### src/hw/rtl/swld_pkg.sv
package swld_pkg;

   localparam logic [31:0] SYNC_RESET = 32'h4141_4141;
   localparam logic [2:0]  HDR_BYTES  = 3'd4;

   typedef struct packed {
      logic        has_result;
      logic [7:0]  payload_byte;
      logic        last_byte;
      logic        empty_message;
      logic [31:0] message_length;
   } swld_result_type;

endpackage

### src/hw/rtl/swld_req_if.sv
interface swld_req_if;
   logic       valid;
   logic       ready;
   logic [7:0] data_byte;

   modport source (output valid, output data_byte, input ready);
   modport sink   (input valid, input data_byte, output ready);
endinterface

### src/hw/rtl/swld_rsp_if.sv
interface swld_rsp_if;
   logic        valid;
   logic        ready;
   logic [7:0]  payload_byte;
   logic        last_byte;
   logic        empty_message;
   logic [31:0] message_length;

   modport source (output valid, output payload_byte, output last_byte,
                   output empty_message, output message_length, input ready);
   modport sink   (input valid, input payload_byte, input last_byte,
                   input empty_message, input message_length, output ready);
endinterface

### src/hw/rtl/swld_csr_if.sv
interface swld_csr_if;
   logic        valid;
   logic        ready;
   logic [31:0] sync_word;

   modport source (output valid, output sync_word, input ready);
   modport sink   (input valid, input sync_word, output ready);
endinterface

### src/hw/rtl/swld_in_reg.sv
module swld_in_reg (
   input  logic       clock,
   input  logic       reset,
   input  logic       in_valid,
   output logic       in_ready,
   input  logic [7:0] in_data,
   input  logic       advance,
   output logic       held_valid,
   output logic [7:0] held_data
);

   logic       valid_ff;
   logic       valid_in;
   logic [7:0] data_ff;

   // The held item leaves whenever the core consumes it, so a new item
   // can be taken in that same cycle.
   assign in_ready   = !valid_ff || advance;
   assign valid_in   = (in_valid && in_ready) ? 1'b1 : (advance ? 1'b0 : valid_ff);
   assign held_valid = valid_ff;
   assign held_data  = data_ff;

   always_ff @(posedge clock) begin
      if (reset) begin
         valid_ff <= 1'b0;
      end else begin
         valid_ff <= valid_in;
      end
      if (in_valid && in_ready) begin
         data_ff <= in_data;
      end
   end

endmodule

### src/hw/rtl/swld_core.sv
module swld_core (
   input  logic                      clock,
   input  logic                      reset,
   input  logic                      step,
   input  logic [7:0]                data_byte,
   input  logic [31:0]               sync_word,
   output swld_pkg::swld_result_type result
);

   typedef enum logic [1:0] {
      PH_HUNT = 2'd0,
      PH_LEN  = 2'd1,
      PH_PAY  = 2'd2
   } phase_type;

   phase_type   phase_ff,  phase_in;
   logic [31:0] window_ff, window_in;
   logic [2:0]  fill_ff,   fill_in;
   logic [31:0] len_ff,    len_in;
   logic [1:0]  lcnt_ff,   lcnt_in;
   logic [31:0] remain_ff, remain_in;

   logic [31:0] shifted_win;
   logic [2:0]  fill_sat;
   logic [31:0] shifted_len;
   logic [31:0] remain_dec;

   assign shifted_win = {window_ff[23:0], data_byte};
   assign fill_sat    = (fill_ff < swld_pkg::HDR_BYTES) ? fill_ff + 3'd1 : fill_ff;
   // Length arrives little-endian: each new byte enters at the top.
   assign shifted_len = {data_byte, len_ff[31:8]};
   assign remain_dec  = remain_ff - 32'd1;

   always_comb begin
      phase_in  = phase_ff;
      window_in = window_ff;
      fill_in   = fill_ff;
      len_in    = len_ff;
      lcnt_in   = lcnt_ff;
      remain_in = remain_ff;
      result    = '0;
      unique case (phase_ff)
         PH_LEN: begin
            len_in = shifted_len;
            if (lcnt_ff == 2'(swld_pkg::HDR_BYTES - 3'd1)) begin
               lcnt_in = 2'd0;
               if (shifted_len == 32'd0) begin
                  window_in            = '0;
                  fill_in              = '0;
                  phase_in             = PH_HUNT;
                  result.has_result    = 1'b1;
                  result.last_byte     = 1'b1;
                  result.empty_message = 1'b1;
               end else begin
                  remain_in = shifted_len;
                  phase_in  = PH_PAY;
               end
            end else begin
               lcnt_in = lcnt_ff + 2'd1;
            end
         end
         PH_PAY: begin
            remain_in             = remain_dec;
            result.has_result     = 1'b1;
            result.payload_byte   = data_byte;
            result.message_length = len_ff;
            if (remain_dec == 32'd0) begin
               result.last_byte = 1'b1;
               window_in        = '0;
               fill_in          = '0;
               phase_in         = PH_HUNT;
            end
         end
         default: begin
            phase_in  = PH_HUNT;
            window_in = shifted_win;
            fill_in   = fill_sat;
            if (fill_sat >= swld_pkg::HDR_BYTES && shifted_win == sync_word) begin
               phase_in = PH_LEN;
               len_in   = '0;
               lcnt_in  = '0;
            end
         end
      endcase
      if (!step) begin
         result.has_result = 1'b0;
      end
   end

   always_ff @(posedge clock) begin
      if (reset) begin
         phase_ff  <= PH_HUNT;
         window_ff <= '0;
         fill_ff   <= '0;
         len_ff    <= '0;
         lcnt_ff   <= '0;
         remain_ff <= '0;
      end else if (step) begin
         phase_ff  <= phase_in;
         window_ff <= window_in;
         fill_ff   <= fill_in;
         len_ff    <= len_in;
         lcnt_ff   <= lcnt_in;
         remain_ff <= remain_in;
      end
   end

endmodule

### src/hw/rtl/swld_out_reg.sv
module swld_out_reg (
   input  logic                      clock,
   input  logic                      reset,
   input  swld_pkg::swld_result_type result,
   output logic                      slot_free,
   swld_rsp_if.source                rsp_ch
);

   logic                      valid_ff;
   logic                      valid_in;
   swld_pkg::swld_result_type data_ff;

   assign slot_free = !valid_ff || rsp_ch.ready;
   assign valid_in  = result.has_result ? 1'b1 : (rsp_ch.ready ? 1'b0 : valid_ff);

   assign rsp_ch.valid          = valid_ff;
   assign rsp_ch.payload_byte   = data_ff.payload_byte;
   assign rsp_ch.last_byte      = data_ff.last_byte;
   assign rsp_ch.empty_message  = data_ff.empty_message;
   assign rsp_ch.message_length = data_ff.message_length;

   always_ff @(posedge clock) begin
      if (reset) begin
         valid_ff <= 1'b0;
      end else begin
         valid_ff <= valid_in;
      end
      if (result.has_result) begin
         data_ff <= result;
      end
   end

endmodule

### src/hw/rtl/sync_word_length_deframer.sv
// Channel   Direction  Payload
// req_ch    in         data_byte[7:0]
// rsp_ch    out        payload_byte[7:0], last_byte, empty_message, message_length[31:0]
// csr_ch    in         sync_word[31:0], always ready
//
// One item per cycle sustained while rsp_ch is ready: each item waits in the input
// register; its result, if any, enters the result register as the item advances.
// The input register advances whenever the result register is empty or being
// drained, so rsp_ch stalls back up into req_ch with no lost cycle.
// Synchronous active-high reset clears the hunt state and sets sync_word to "AAAA".
module sync_word_length_deframer (
   input  logic       clock,
   input  logic       reset,
   swld_req_if.sink   req_ch,
   swld_rsp_if.source rsp_ch,
   swld_csr_if.sink   csr_ch
);

   logic                      held_valid;
   logic [7:0]                held_data;
   logic                      slot_free;
   logic                      advance;
   logic [31:0]               sync_ff;
   swld_pkg::swld_result_type result;

   assign advance      = held_valid && slot_free;
   assign csr_ch.ready = 1'b1;

   always_ff @(posedge clock) begin
      if (reset) begin
         sync_ff <= swld_pkg::SYNC_RESET;
      end else if (csr_ch.valid) begin
         sync_ff <= csr_ch.sync_word;
      end
   end

   swld_in_reg u_in_reg (
      .clock      (clock),
      .reset      (reset),
      .in_valid   (req_ch.valid),
      .in_ready   (req_ch.ready),
      .in_data    (req_ch.data_byte),
      .advance    (advance),
      .held_valid (held_valid),
      .held_data  (held_data)
   );

   swld_core u_core (
      .clock     (clock),
      .reset     (reset),
      .step      (advance),
      .data_byte (held_data),
      .sync_word (sync_ff),
      .result    (result)
   );

   swld_out_reg u_out_reg (
      .clock     (clock),
      .reset     (reset),
      .result    (result),
      .slot_free (slot_free),
      .rsp_ch    (rsp_ch)
   );

endmodule
### src/flat_wrapper.sv
// flat-port wrapper written by rule: the top's interface ports become plain ports
module sync_word_length_deframer_flat 
  (clock, reset, req_ch_valid, req_ch_data_byte, req_ch_ready, rsp_ch_valid, rsp_ch_payload_byte, rsp_ch_last_byte, rsp_ch_empty_message, rsp_ch_message_length, rsp_ch_ready, csr_ch_valid, csr_ch_sync_word, csr_ch_ready);
  swld_req_if req_ch_i ();
  swld_rsp_if rsp_ch_i ();
  swld_csr_if csr_ch_i ();
  input  logic clock;
  input  logic reset;
  input wire logic [$bits(req_ch_i.valid)-1:0] req_ch_valid;
  input wire logic [$bits(req_ch_i.data_byte)-1:0] req_ch_data_byte;
  output wire logic [$bits(req_ch_i.ready)-1:0] req_ch_ready;
  output wire logic [$bits(rsp_ch_i.valid)-1:0] rsp_ch_valid;
  output wire logic [$bits(rsp_ch_i.payload_byte)-1:0] rsp_ch_payload_byte;
  output wire logic [$bits(rsp_ch_i.last_byte)-1:0] rsp_ch_last_byte;
  output wire logic [$bits(rsp_ch_i.empty_message)-1:0] rsp_ch_empty_message;
  output wire logic [$bits(rsp_ch_i.message_length)-1:0] rsp_ch_message_length;
  input wire logic [$bits(rsp_ch_i.ready)-1:0] rsp_ch_ready;
  input wire logic [$bits(csr_ch_i.valid)-1:0] csr_ch_valid;
  input wire logic [$bits(csr_ch_i.sync_word)-1:0] csr_ch_sync_word;
  output wire logic [$bits(csr_ch_i.ready)-1:0] csr_ch_ready;
  assign req_ch_i.valid = req_ch_valid;
  assign req_ch_i.data_byte = req_ch_data_byte;
  assign req_ch_ready = req_ch_i.ready;
  assign rsp_ch_valid = rsp_ch_i.valid;
  assign rsp_ch_payload_byte = rsp_ch_i.payload_byte;
  assign rsp_ch_last_byte = rsp_ch_i.last_byte;
  assign rsp_ch_empty_message = rsp_ch_i.empty_message;
  assign rsp_ch_message_length = rsp_ch_i.message_length;
  assign rsp_ch_i.ready = rsp_ch_ready;
  assign csr_ch_i.valid = csr_ch_valid;
  assign csr_ch_i.sync_word = csr_ch_sync_word;
  assign csr_ch_ready = csr_ch_i.ready;
  sync_word_length_deframer u_core (.clock(clock), .reset(reset), .req_ch(req_ch_i), .rsp_ch(rsp_ch_i), .csr_ch(csr_ch_i));
endmodule
### config.mk
export PLATFORM = sky130hd
export DESIGN_NAME = sync_word_length_deframer_flat
export DESIGN_NICKNAME = d
export VERILOG_FILES = /design/src/hw/rtl/swld_pkg.sv /design/src/hw/rtl/swld_req_if.sv /design/src/hw/rtl/swld_rsp_if.sv /design/src/hw/rtl/swld_csr_if.sv /design/src/hw/rtl/swld_in_reg.sv /design/src/hw/rtl/swld_core.sv /design/src/hw/rtl/swld_out_reg.sv /design/src/hw/rtl/sync_word_length_deframer.sv /design/src/flat_wrapper.sv
export SDC_FILE = /design/constraint.sdc
export NUM_CORES = 1
export LEC_CHECK = 0
export ABC_AREA = 1
export BUFFER_PORTS_ARGS = -buffer_cell sky130_fd_sc_hd__buf_2
export CAP_MARGIN = 5
export CORE_AREA = 2 2 139 168
export DETAILED_ROUTE_END_ITERATION = 6
export DIE_AREA = 0 0 141 170
export PLACE_DENSITY = 0.54
export REMOVE_ABC_BUFFERS = 1
export SYNTH_ARGS = -nofsm -noshare
export SYNTH_HDL_FRONTEND = slang
export SYNTH_SLANG_ARGS = --single-unit
### constraint.sdc
create_clock -name clock -period 3.4 [get_ports clock]
set_clock_uncertainty 0.2 [all_clocks]
set_input_delay 0.85 -clock clock [delete_from_list [all_inputs] [get_ports clock]]
set_output_delay 0.85 -clock clock [all_outputs]
set_load 0.02 [all_outputs]
==> impl_metrics.tcl, run 1 <==
set metrics [dict create \
    wirelength_mm 25.1 \
    worstPathArrival_ns 3.14 \
    min_path_type "reg2reg" \
    die_y_um 170 \
    grt_pass1_vias 7841 \
    synth-seq-area-share 0.462 \
    dp_cells 1559 \
    syn_inst 1228 \
    hold_ws_ns 0.262 \
    num-nets-final 1350 \
    die-area_um2 24000 \
    crit_required_ns 3.53 \
    final_cell_mix "nand2_1 (323), nor2_1 (172), inv_1 (132)" \
    cts_tree "yes" \
    drtAntennaViolNets 0 \
    antenna_found_initial 0 \
    min_period_ns 3.02 \
    netlist_area_um2 8830 \
    initial_utilization 0.396 \
    clock_path_buffers 2 \
    cpMostUsedCell "nand2_1" \
    rrSetupSlack_ns 0.38 \
    finalCritPeriodShare 0.887 \
    cts_buffers 17 \
    worstMarginPinSlew_ns 0.887 \
    clkLatencyLatePin_ns 0.44 \
    cts-root-buf "clkbuf_16" \
    via_per_inst 5.08 \
    power_frac_seq 0.434 \
    instances_no_fill 1591 \
    status "finished, final reports clean" \
    hold_violations 0 \
    cts_resized 0 \
    io_pins 90 \
    maxSlewHeadroom 0.409 \
    power_density_nw_per_um2 531 \
    drc 0 \
    rr_worst_depth 16 \
    drt_iter0_markers 586 \
    min_delay_worst_endpoint "u_core.u_core.len_ff[4]" \
    clkTransAtPathRegs_ns 0.08 \
    place_hpwl_mm 17.8 \
    wl_per_cell_um 15.8 \
    cts.sinks 179 \
    postCtsHoldBufs 0 \
    leakage_nw 4.59 \
    drive_gt1_frac 0.133 \
    r2r-start "u_core.u_core.remain_ff[0]" \
    post_cts_buffers 0 \
    core_area_um2 22300 \
    setup_violations 0 \
    htreeDepth 4 \
    max_freq_mhz 332 \
    crit_fanout 15 \
    fillers 2341 \
    grt_setup_unrepaired "no" \
    vdd_drop_max_uv 355 \
    final_common_cell "nand2_1" \
    grt_pass1_wl_mm 40.9 \
    gp_routability_congestion 0.934 \
    grt_max_degree 77 \
    power_w 0.00540 \
    ys_types 40 \
    port-buffer-count 88 \
    drv_cap 0 \
    grt_overflow 0 \
    cp-start-kind "register" \
    drtPass1Iterations 6 \
    report.final.slew_viol_count 0 \
    endpoint_kind "register" \
    slowest_delay_ns 0.33 \
    yosysWarnings 0 \
    num_rows 60 \
    r2r_end "u_core.u_core.phase_ff[1]" \
    diodes 0 \
    internal_power_w 0.00363 \
    combPwrFrac 0.188 \
    vias 8090 \
    cp_cell_sequence "inv_1 -> ha_1 -> nand2_1 -> nor2_1 -> nand3_1 -> o21ai_0 -> nand2_1 -> nor2_1 -> nand2_1 -> nor2_2 -> nand3_2 -> nand2_4 -> buf_4 -> nand2_1 -> o21ai_0 -> nor2_1" \
    power.switching_w 0.00177 \
    switching_share 0.328 \
    synth_area_per_cell_um2 7.19 \
    track_usage 0.216 \
    path_class "reg2reg" \
    syn_to_final_growth_pct 15.2 \
    synth-seq-cells 179 \
    die_w_um 141 \
    whs_path_depth 2 \
    hold_start "u_core.u_core.len_ff[4]" \
    power_frac_clock 0.378 \
    worst_path_max_delay_cell "dfxtp_1" \
]
## state kept, by name, indices dropped and copies added, names as in the netlist
name / cells
u_core.u_out_reg.rsp_ch.last_byte: 1
u_core.u_core.fill_ff: 3
u_core.u_core.remain_ff: 32
u_core.u_out_reg.rsp_ch.valid: 1
u_core.u_core.phase_ff: 2
u_core.u_out_reg.rsp_ch.empty_message: 1
u_core.u_core.len_ff: 32
u_core.u_core.lcnt_ff: 2
u_core.sync_ff: 32
u_core.u_out_reg.rsp_ch.payload_byte: 8
u_core.u_out_reg.rsp_ch.message_length: 32
u_core.u_core.window_ff: 24
u_core.u_in_reg.held_valid: 1
u_core.u_in_reg.held_data: 8
## synth_stat cells, drive strengths merged
master	n	area [µm²]
clkbuf	46	173
xnor2	9	78.8
nand4	41	257
a31oi	3	18.8
o2111ai	1	8.76
a21oi	76	380
a22o	1	8.76
o211ai	2	15.0
nor4	12	75.1
xor2	13	114
nor2b	1	6.26
ha	6	75.1
o22ai	4	25.0
nand3b	1	7.51
inv	136	510
or2	1	6.26
nand3	57	303
o21ai	95	479
edfxtp	50	1500
dfxtp	129	2580
buf	13	83.8
nor2	187	776
conb	1	3.75
nand2	332	1280
nor3	8	40.0
o21a	2	15.0
clkinv	1	3.75
## worst max-delay path, delay by kind of cell, from the launching register on
kind,cells,cell delay (ns)
flops,1,0.33
simple gates,11,1.27
compound gates,2,0.40
fa+ha+maj,1,0.33
buf+inv,2,0.36
## power groups by stage
stage	registers (W)	logic (W)	clock network, W
after global routing	0.00235	0.00116	0.00216
after floorplan	0.00237	0.000705	0
after detailed placement	0.00239	0.00101	0
after CTS	0.00234	0.00102	0.00208
final	0.00235	0.00102	0.00204
after global placement	0.00239	0.00101	0
## per-layer routing
metal / vias to the layer above / share of wire / track usage
met1: 3719 / 0.43 / 0.262
met4: 0 / 0.030 / 0.0904
met2: 208 / 0.50 / 0.386
met5: - / 0 / 0
li1: 4113 / - / -
met3: 50 / 0.034 / 0.0270
## final cells by class
type | instances | area, µm² | area share
Clock buffer | 18 | 450 | 0.0443
Clock inverter | 14 | 171 | 0.0168
Multi-Input combinational cell | 853 | 3980 | 0.391
Tap cell | 279 | 349 | 0.0343
Inverter | 137 | 514 | 0.0505
Sequential cell | 179 | 4080 | 0.401
Timing Repair Buffer | 111 | 626 | 0.0615
## kinds of logic after synthesis
family | Yosys count | synth area share
xor gates and xnor gates | 22 | 0.0218
adders and majority gates | 6 | 0.00850
and+or+nand+nor | 640 | 0.312
other | 1 | 0.000425
buffers and inverters | 196 | 0.0873
DFF | 179 | 0.462
AOI/OAI and AO/OA | 184 | 0.108
## how the worst max path moves through the flow
stage,startpoint,end,slack [ns],cells past startpoint
5_1_grt,u_core.u_core.remain_ff[0],u_core.u_core.window_ff[20],0.05,16
4_1_cts,u_core.u_core.remain_ff[0],u_core.u_core.fill_ff[0],0.41,15
6_report,u_core.u_core.remain_ff[0],u_core.u_core.phase_ff[1],0.38,16
3_5_place_dp,u_core.u_core.remain_ff[0],u_core.u_core.fill_ff[0],0.41,15
2_1_floorplan,u_core.u_core.phase_ff[0],u_core.u_core.remain_ff[19],-0.95,8
3_3_place_gp,u_core.u_core.remain_ff[0],u_core.u_core.fill_ff[1],0.41,15
## per-stage QoR
stage	TNS, ns	setup WS (ns)	instance area, µm²	util
after global routing	0	0.0464	10200	0.456
after CTS	0	0.406	10200	0.456
after detailed placement	0	0.413	9550	0.429
after global placement	0	0.412	9550	0.429
after floorplan	-26.84	-0.947	8570	-
final	0	0.385	10200	0.456
No activity file was read; power rests on OpenSTA's default activity.
==> inputs of run 2 (changes only) <==
--- a/config.mk
+++ b/config.mk
@@ -12,6 +12,7 @@
 export DETAILED_ROUTE_END_ITERATION = 6
 export DIE_AREA = 0 0 141 170
 export PLACE_DENSITY = 0.54
+export RECOVER_POWER = 50
 export REMOVE_ABC_BUFFERS = 1
 export SYNTH_ARGS = -nofsm -noshare
 export SYNTH_HDL_FRONTEND = slang
==> run 2 against run 1 <==
Compared with the run above: global-route usage is the same; maximum frequency rose by 0.33%; non-clock buffer count is the same; critical path type unchanged.
==> impl_metrics.tcl, run 2 (synthesis gave the netlist of run 1 again) <==
set metrics [dict create \
    worstMarginPinSlew_ns 1.18 \
    grt_setup_unrepaired "no" \
    min_path_type "reg2reg" \
    cts.sinks 179 \
    clkLatencyLatePin_ns 0.44 \
    hold_start "u_core.u_core.len_ff[4]" \
    max_freq_mhz 333 \
    grt_busiest_layer "met2" \
    grtUsageMet1 0.262 \
    drt_iter0_markers 587 \
    crit_required_ns 3.53 \
    wl_per_cell_um 15.8 \
    crit_fanout 15 \
    dp_cells 1559 \
    fillers 2352 \
    cts_resized 0 \
    multi_input_comb_area_um2 3980 \
    drtAntennaViolNets 0 \
    report.final.slew_viol_count 0 \
    antenna_found_initial 0 \
    crit_family "simple AND/OR/NAND/NOR gates" \
    whs_path_depth 2 \
    use_met2 0.386 \
    slowest_delay_ns 0.33 \
    cpMostUsedCell "nand2_1" \
    grt_max_degree 77 \
    rr_worst_depth 16 \
    path_class "reg2reg" \
    status "finished, final reports clean" \
    final_common_cell "nand2_1" \
    drc 0 \
    worstPathArrival_ns 3.13 \
    hold_violations 0 \
    clock_path_buffers 2 \
    die-area_um2 24000 \
    fin_ws_ns 0.395 \
    wirelength_mm 25.1 \
    num_rows 60 \
    postCtsHoldBufs 0 \
    cts_buffers 17 \
    htreeDepth 4 \
    diodes 0 \
    die_w_um 141 \
    crit_buf_inv 2 \
    r2r-start "u_core.u_core.remain_ff[0]" \
    cts-root-buf "clkbuf_16" \
    core_area_um2 22300 \
    startpoint "u_core.u_core.remain_ff[0]" \
    dp_slack_ns 0.413 \
    seqCellArea_um2 4080 \
    port-buffer-count 88 \
    min_period_ns 3.01 \
    use_met3 0.0270 \
    vdd_drop_max_uv 356 \
    drive_gt1_frac 0.0960 \
    via_per_inst 5.07 \
    die_y_um 170 \
    instances_no_fill 1591 \
    endpoint_kind "register" \
    setup_violations 0 \
    post_cts_buffers 0 \
    io_pins 90 \
    vias 8062 \
    maxSlewHeadroom 0.214 \
    track_usage 0.216 \
    grt_pass1_vias 7841 \
    final_cell_mix "nand2_1 (323), nor2_1 (172), inv_1 (132)" \
    cts_tree "yes" \
    rrSetupSlack_ns 0.39 \
    worst_path_max_delay_cell "dfxtp_1" \
    min_delay_worst_endpoint "u_core.u_core.len_ff[4]" \
    syn_to_final_growth_pct 14.4 \
    finalCritPeriodShare 0.884 \
    gp_routability_congestion 0.934 \
    clkTransAtPathRegs_ns 0.08 \
    num-nets-final 1350 \
    grt_overflow 0 \
    drtPass1Iterations 5 \
    place_hpwl_mm 17.8 \
    cp_cell_sequence "inv_1 -> ha_1 -> nand2_1 -> nor2_1 -> nand3_1 -> o21ai_0 -> nand2_1 -> nor2_1 -> nand2_1 -> nor2_2 -> nand3_2 -> nand2_4 -> buf_4 -> nand2_1 -> o21ai_0 -> nor2_1" \
    initial_utilization 0.396 \
    drv_cap 0 \
    cp-start-kind "register" \
    grt_pass1_wl_mm 40.9 \
    r2r_end "u_core.u_core.phase_ff[1]" \
    power_density_nw_per_um2 535 \
    leakage_nw 4.46 \
]
==> run 2: cell types whose count changed in the layout (fill, tap and decap cells not counted) <==
cell,change
clkbuf_2,+2
ha_2,-1
clkbuf_1,+47
ha_1,+1
buf_2,-45
buf_4,-4
==> run 2: power by group <==
| part | switching (W) | total [W] | internal (W) |
|---|---|---|---|
| sequential | 0.0000794 | 0.00235 | 0.00227 |
| clock | 0.00100 | 0.00204 | 0.00104 |
| combinational | 0.000695 | 0.00101 | 0.000319 |
| total | 0.00178 | 0.00540 | 0.00363 |
==> run 2: metal layers <==
layer	part of all wire	vias up
met3	0.034	50
met1	0.43	3706
met5	0	-
met4	0.030	0
met2	0.50	197
li1	-	4109
==> run 2: cell type report <==
cell class              count  area share
inverters                 137      0.0509
repair buffers            111      0.0551
clock inverters            14      0.0170
multi-input cells         853       0.394
flip-flops and latches    179       0.404
clock buffers              18      0.0446
well taps                 279      0.0345
==> run 2: tightest hold or removal path: cells and delay by family, from the launching register on <==
family           cells  cell delay [ns]
flip-flops           1             0.31
AND/OR/NAND/NOR      1             0.06
AO/OA/AOI/OAI        1             0.05
==> run 2: worst max path at each step <==
| stage | slack [ns] | depth (start not counted) | to |
|---|---|---|---|
| after floorplan | -0.95 | 8 | u_core.u_core.remain_ff[19] |
| after global placement | 0.41 | 15 | u_core.u_core.fill_ff[1] |
| after detailed placement | 0.41 | 15 | u_core.u_core.fill_ff[0] |
| after CTS | 0.41 | 15 | u_core.u_core.fill_ff[0] |
| after global routing | 0.03 | 16 | u_core.u_core.window_ff[20] |
| final | 0.39 | 16 | u_core.u_core.phase_ff[1] |
==> run 2: through the flow <==
step | setup TNS, ns | cell area (µm²) | hold WS (ns) | util | total power (W)
floorplan | -26.84 | 8570 | 0.235 | - | 0.00308
global placement | 0 | 9550 | 0.249 | 0.429 | 0.00340
detailed placement | 0 | 9550 | 0.252 | 0.429 | 0.00341
CTS | 0 | 10200 | 0.264 | 0.456 | 0.00544
global route | 0 | 10100 | 0.278 | 0.453 | 0.00567
finish | 0 | 10100 | 0.261 | 0.453 | 0.00540
==> inputs of run 3 (changes only) <==
--- a/config.mk
+++ b/config.mk
@@ -14,6 +14,8 @@
 export PLACE_DENSITY = 0.54
 export RECOVER_POWER = 50
 export REMOVE_ABC_BUFFERS = 1
+export SKIP_CTS_REPAIR_TIMING = 1
 export SYNTH_ARGS = -nofsm -noshare
 export SYNTH_HDL_FRONTEND = slang
 export SYNTH_SLANG_ARGS = --single-unit
+export TNS_END_PERCENT = 50
==> constraint.sdc (replaced) <==
create_clock -name clock -period 3.04 [get_ports clock]
set_clock_uncertainty 0.2 [all_clocks]
set_input_delay 0.76 -clock clock [delete_from_list [all_inputs] [get_ports clock]]
set_output_delay 0.76 -clock clock [all_outputs]
set_load 0.02 [all_outputs]
==> run 3 against run 2 <==
Compared with the run above: critical path depth rose by 2; sequential share of layout area fell by 0.47 points; routed wire length rose by 0.28%; combinational power rose by 17%; cell count rose by 0.63%; worst hold slack improved by 0.0025 ns; clock power rose by 13%; die area did not move; via count rose by 0.45%; register-to-register slack got worse by 0.07 ns; clock-buffer cell count fell by 1; critical path type unchanged.
==> impl_metrics.tcl, run 3 (synthesis gave the netlist of run 1 again) <==
set metrics [dict create \
    status "finished, final reports clean" \
    instances_no_fill 1601 \
    grt_pass1_vias 7747 \
    grt_max_degree 77 \
    drive_gt1_frac 0.104 \
    finalCritPeriodShare 0.894 \
    endpoint_kind "register" \
    final_cell_mix "nand2_1 (323), nor2_1 (172), inv_1 (132)" \
    cts_tree "yes" \
    grt_pass1_wl_mm 40.5 \
    report.final.slew_viol_count 0 \
    power_w 0.00610 \
    worstPathArrival_ns 2.82 \
    cp-start-kind "register" \
    track_usage 0.215 \
    crit_required_ns 3.14 \
    htreeDepth 4 \
    drv_cap 0 \
    syn_to_final_growth_pct 15.8 \
    clock_path_buffers 2 \
    seqCellArea_um2 4080 \
    combPwrFrac 0.193 \
    grt_setup_unrepaired "no" \
    leakage_nw 4.51 \
    wl_per_cell_um 15.7 \
    vias 8098 \
    wirelength_mm 25.2 \
    min_path_type "reg2reg" \
    path_class "reg2reg" \
    num_rows 60 \
    cts-root-buf "clkbuf_16" \
    power_frac_seq 0.431 \
    clkLatencyLatePin_ns 0.45 \
    drtAntennaViolNets 0 \
    switching_share 0.335 \
    max_freq_mhz 368 \
    diodes 0 \
    io_pins 90 \
    place_hpwl_mm 18.1 \
    multi_input_comb_area_um2 4010 \
    drc 0 \
    cts.sinks 179 \
    cts_buffers 17 \
    gp_routability_congestion 0.902 \
    final.setup.tns_ns 0 \
    grt_overflow 0 \
    drtPass1Iterations 5 \
    fillers 2350 \
    die_y_um 170 \
    port-buffer-count 88 \
    final_common_cell "nand2_1" \
    via_per_inst 5.06 \
    internal_power_w 0.00405 \
    power_density_nw_per_um2 596 \
    num-nets-final 1360 \
    drt_iter0_markers 445 \
    initial_utilization 0.396 \
    die-area_um2 24000 \
    die_w_um 141 \
    vdd_drop_max_uv 397 \
    crit_fanout 21 \
    setup_violations 0 \
    core_area_um2 22300 \
    clkTransAtPathRegs_ns 0.09 \
    power.switching_w 0.00204 \
    min_period_ns 2.72 \
    worstMarginPinSlew_ns 1.19 \
    hold_violations 0 \
    maxSlewHeadroom 0.210 \
    antenna_found_initial 0 \
    dp_cells 1567 \
    fin_util 0.459 \
    power_frac_clock 0.377 \
]
==> run 3: cell count changes in the layout (fill, tap and decap cells not counted), moves of 2 or more <==
| cell | before | now |
|---|---|---|
| buf_4 | 18 | 25 |
| inv_6 | 4 | 1 |
| buf_12 | 1 | 3 |
| inv_12 | 1 | 3 |
==> run 3: through the flow <==
stage                     setup WS (ns)  instance area [µm²]  hold WS, ns
after floorplan                   -1.31                 8570        0.235
after global placement            0.237                 9640        0.250
after detailed placement          0.186                 9640        0.253
after CTS                         0.156                10300        0.266
after global routing            0.00878                10200        0.275
final                             0.323                10200        0.264
==> run 3: layout make-up <==
type / instances / share of cell area
Tap cell: 279 / 0.0341
Timing Repair Buffer: 119 / 0.0630
Clock inverter: 15 / 0.0193
Sequential cell: 179 / 0.399
Inverter: 137 / 0.0503
Multi-Input combinational cell: 855 / 0.392
Clock buffer: 17 / 0.0416
==> run 3: path summary, 6_finish.rpt <==
check | startpoint | endpoint | slack (ns) | cells past startpoint
min | u_core.u_core.len_ff[0] | u_core.u_core.len_ff[0] | 0.26 | 2
min reg2reg | u_core.u_core.len_ff[0] | u_core.u_core.len_ff[0] | 0.26 | 2
max reg2reg | u_core.u_core.remain_ff[0] | u_core.u_core.window_ff[5] | 0.32 | 18
max | u_core.u_core.remain_ff[0] | u_core.u_core.window_ff[5] | 0.32 | 18
==> run 3: metal layers <==
| metal | up-vias | track usage | share of wire |
|---|---|---|---|
| li1 | 4126 | - | - |
| met1 | 3741 | 0.260 | 0.42 |
| met2 | 181 | 0.390 | 0.51 |
| met3 | 50 | 0.0256 | 0.033 |
| met4 | 0 | 0.0830 | 0.033 |
| met5 | - | 0 | 0 |
==> run 3: critical path, cell delays in order (launching register included) <==
cell and delay [ns]:
dfxtp_1 0.33, inv_1 0.11, ha_2 0.27, nand2_1 0.10, nor2_1 0.10, nand3_1 0.16, nand2_1 0.09, nand2_1 0.05
inv_1 0.08, nand2_1 0.06, nor2_1 0.08, nand2_1 0.05, nor2_1 0.15, nand3_2 0.13, nand2_4 0.17, buf_12 0.18
nand4_1 0.11, nand2_1 0.10, nor2_1 0.04
==> run 3: power groups by stage <==
| stage | registers [W] | clock network (W) | logic, W |
|---|---|---|---|
| finish | 0.00263 | 0.00230 | 0.00118 |
| global placement | 0.00268 | 0 | 0.00117 |
| detailed placement | 0.00268 | 0 | 0.00117 |
| global route | 0.00264 | 0.00243 | 0.00133 |
| floorplan | 0.00265 | 0 | 0.000789 |
| CTS | 0.00263 | 0.00233 | 0.00118 |
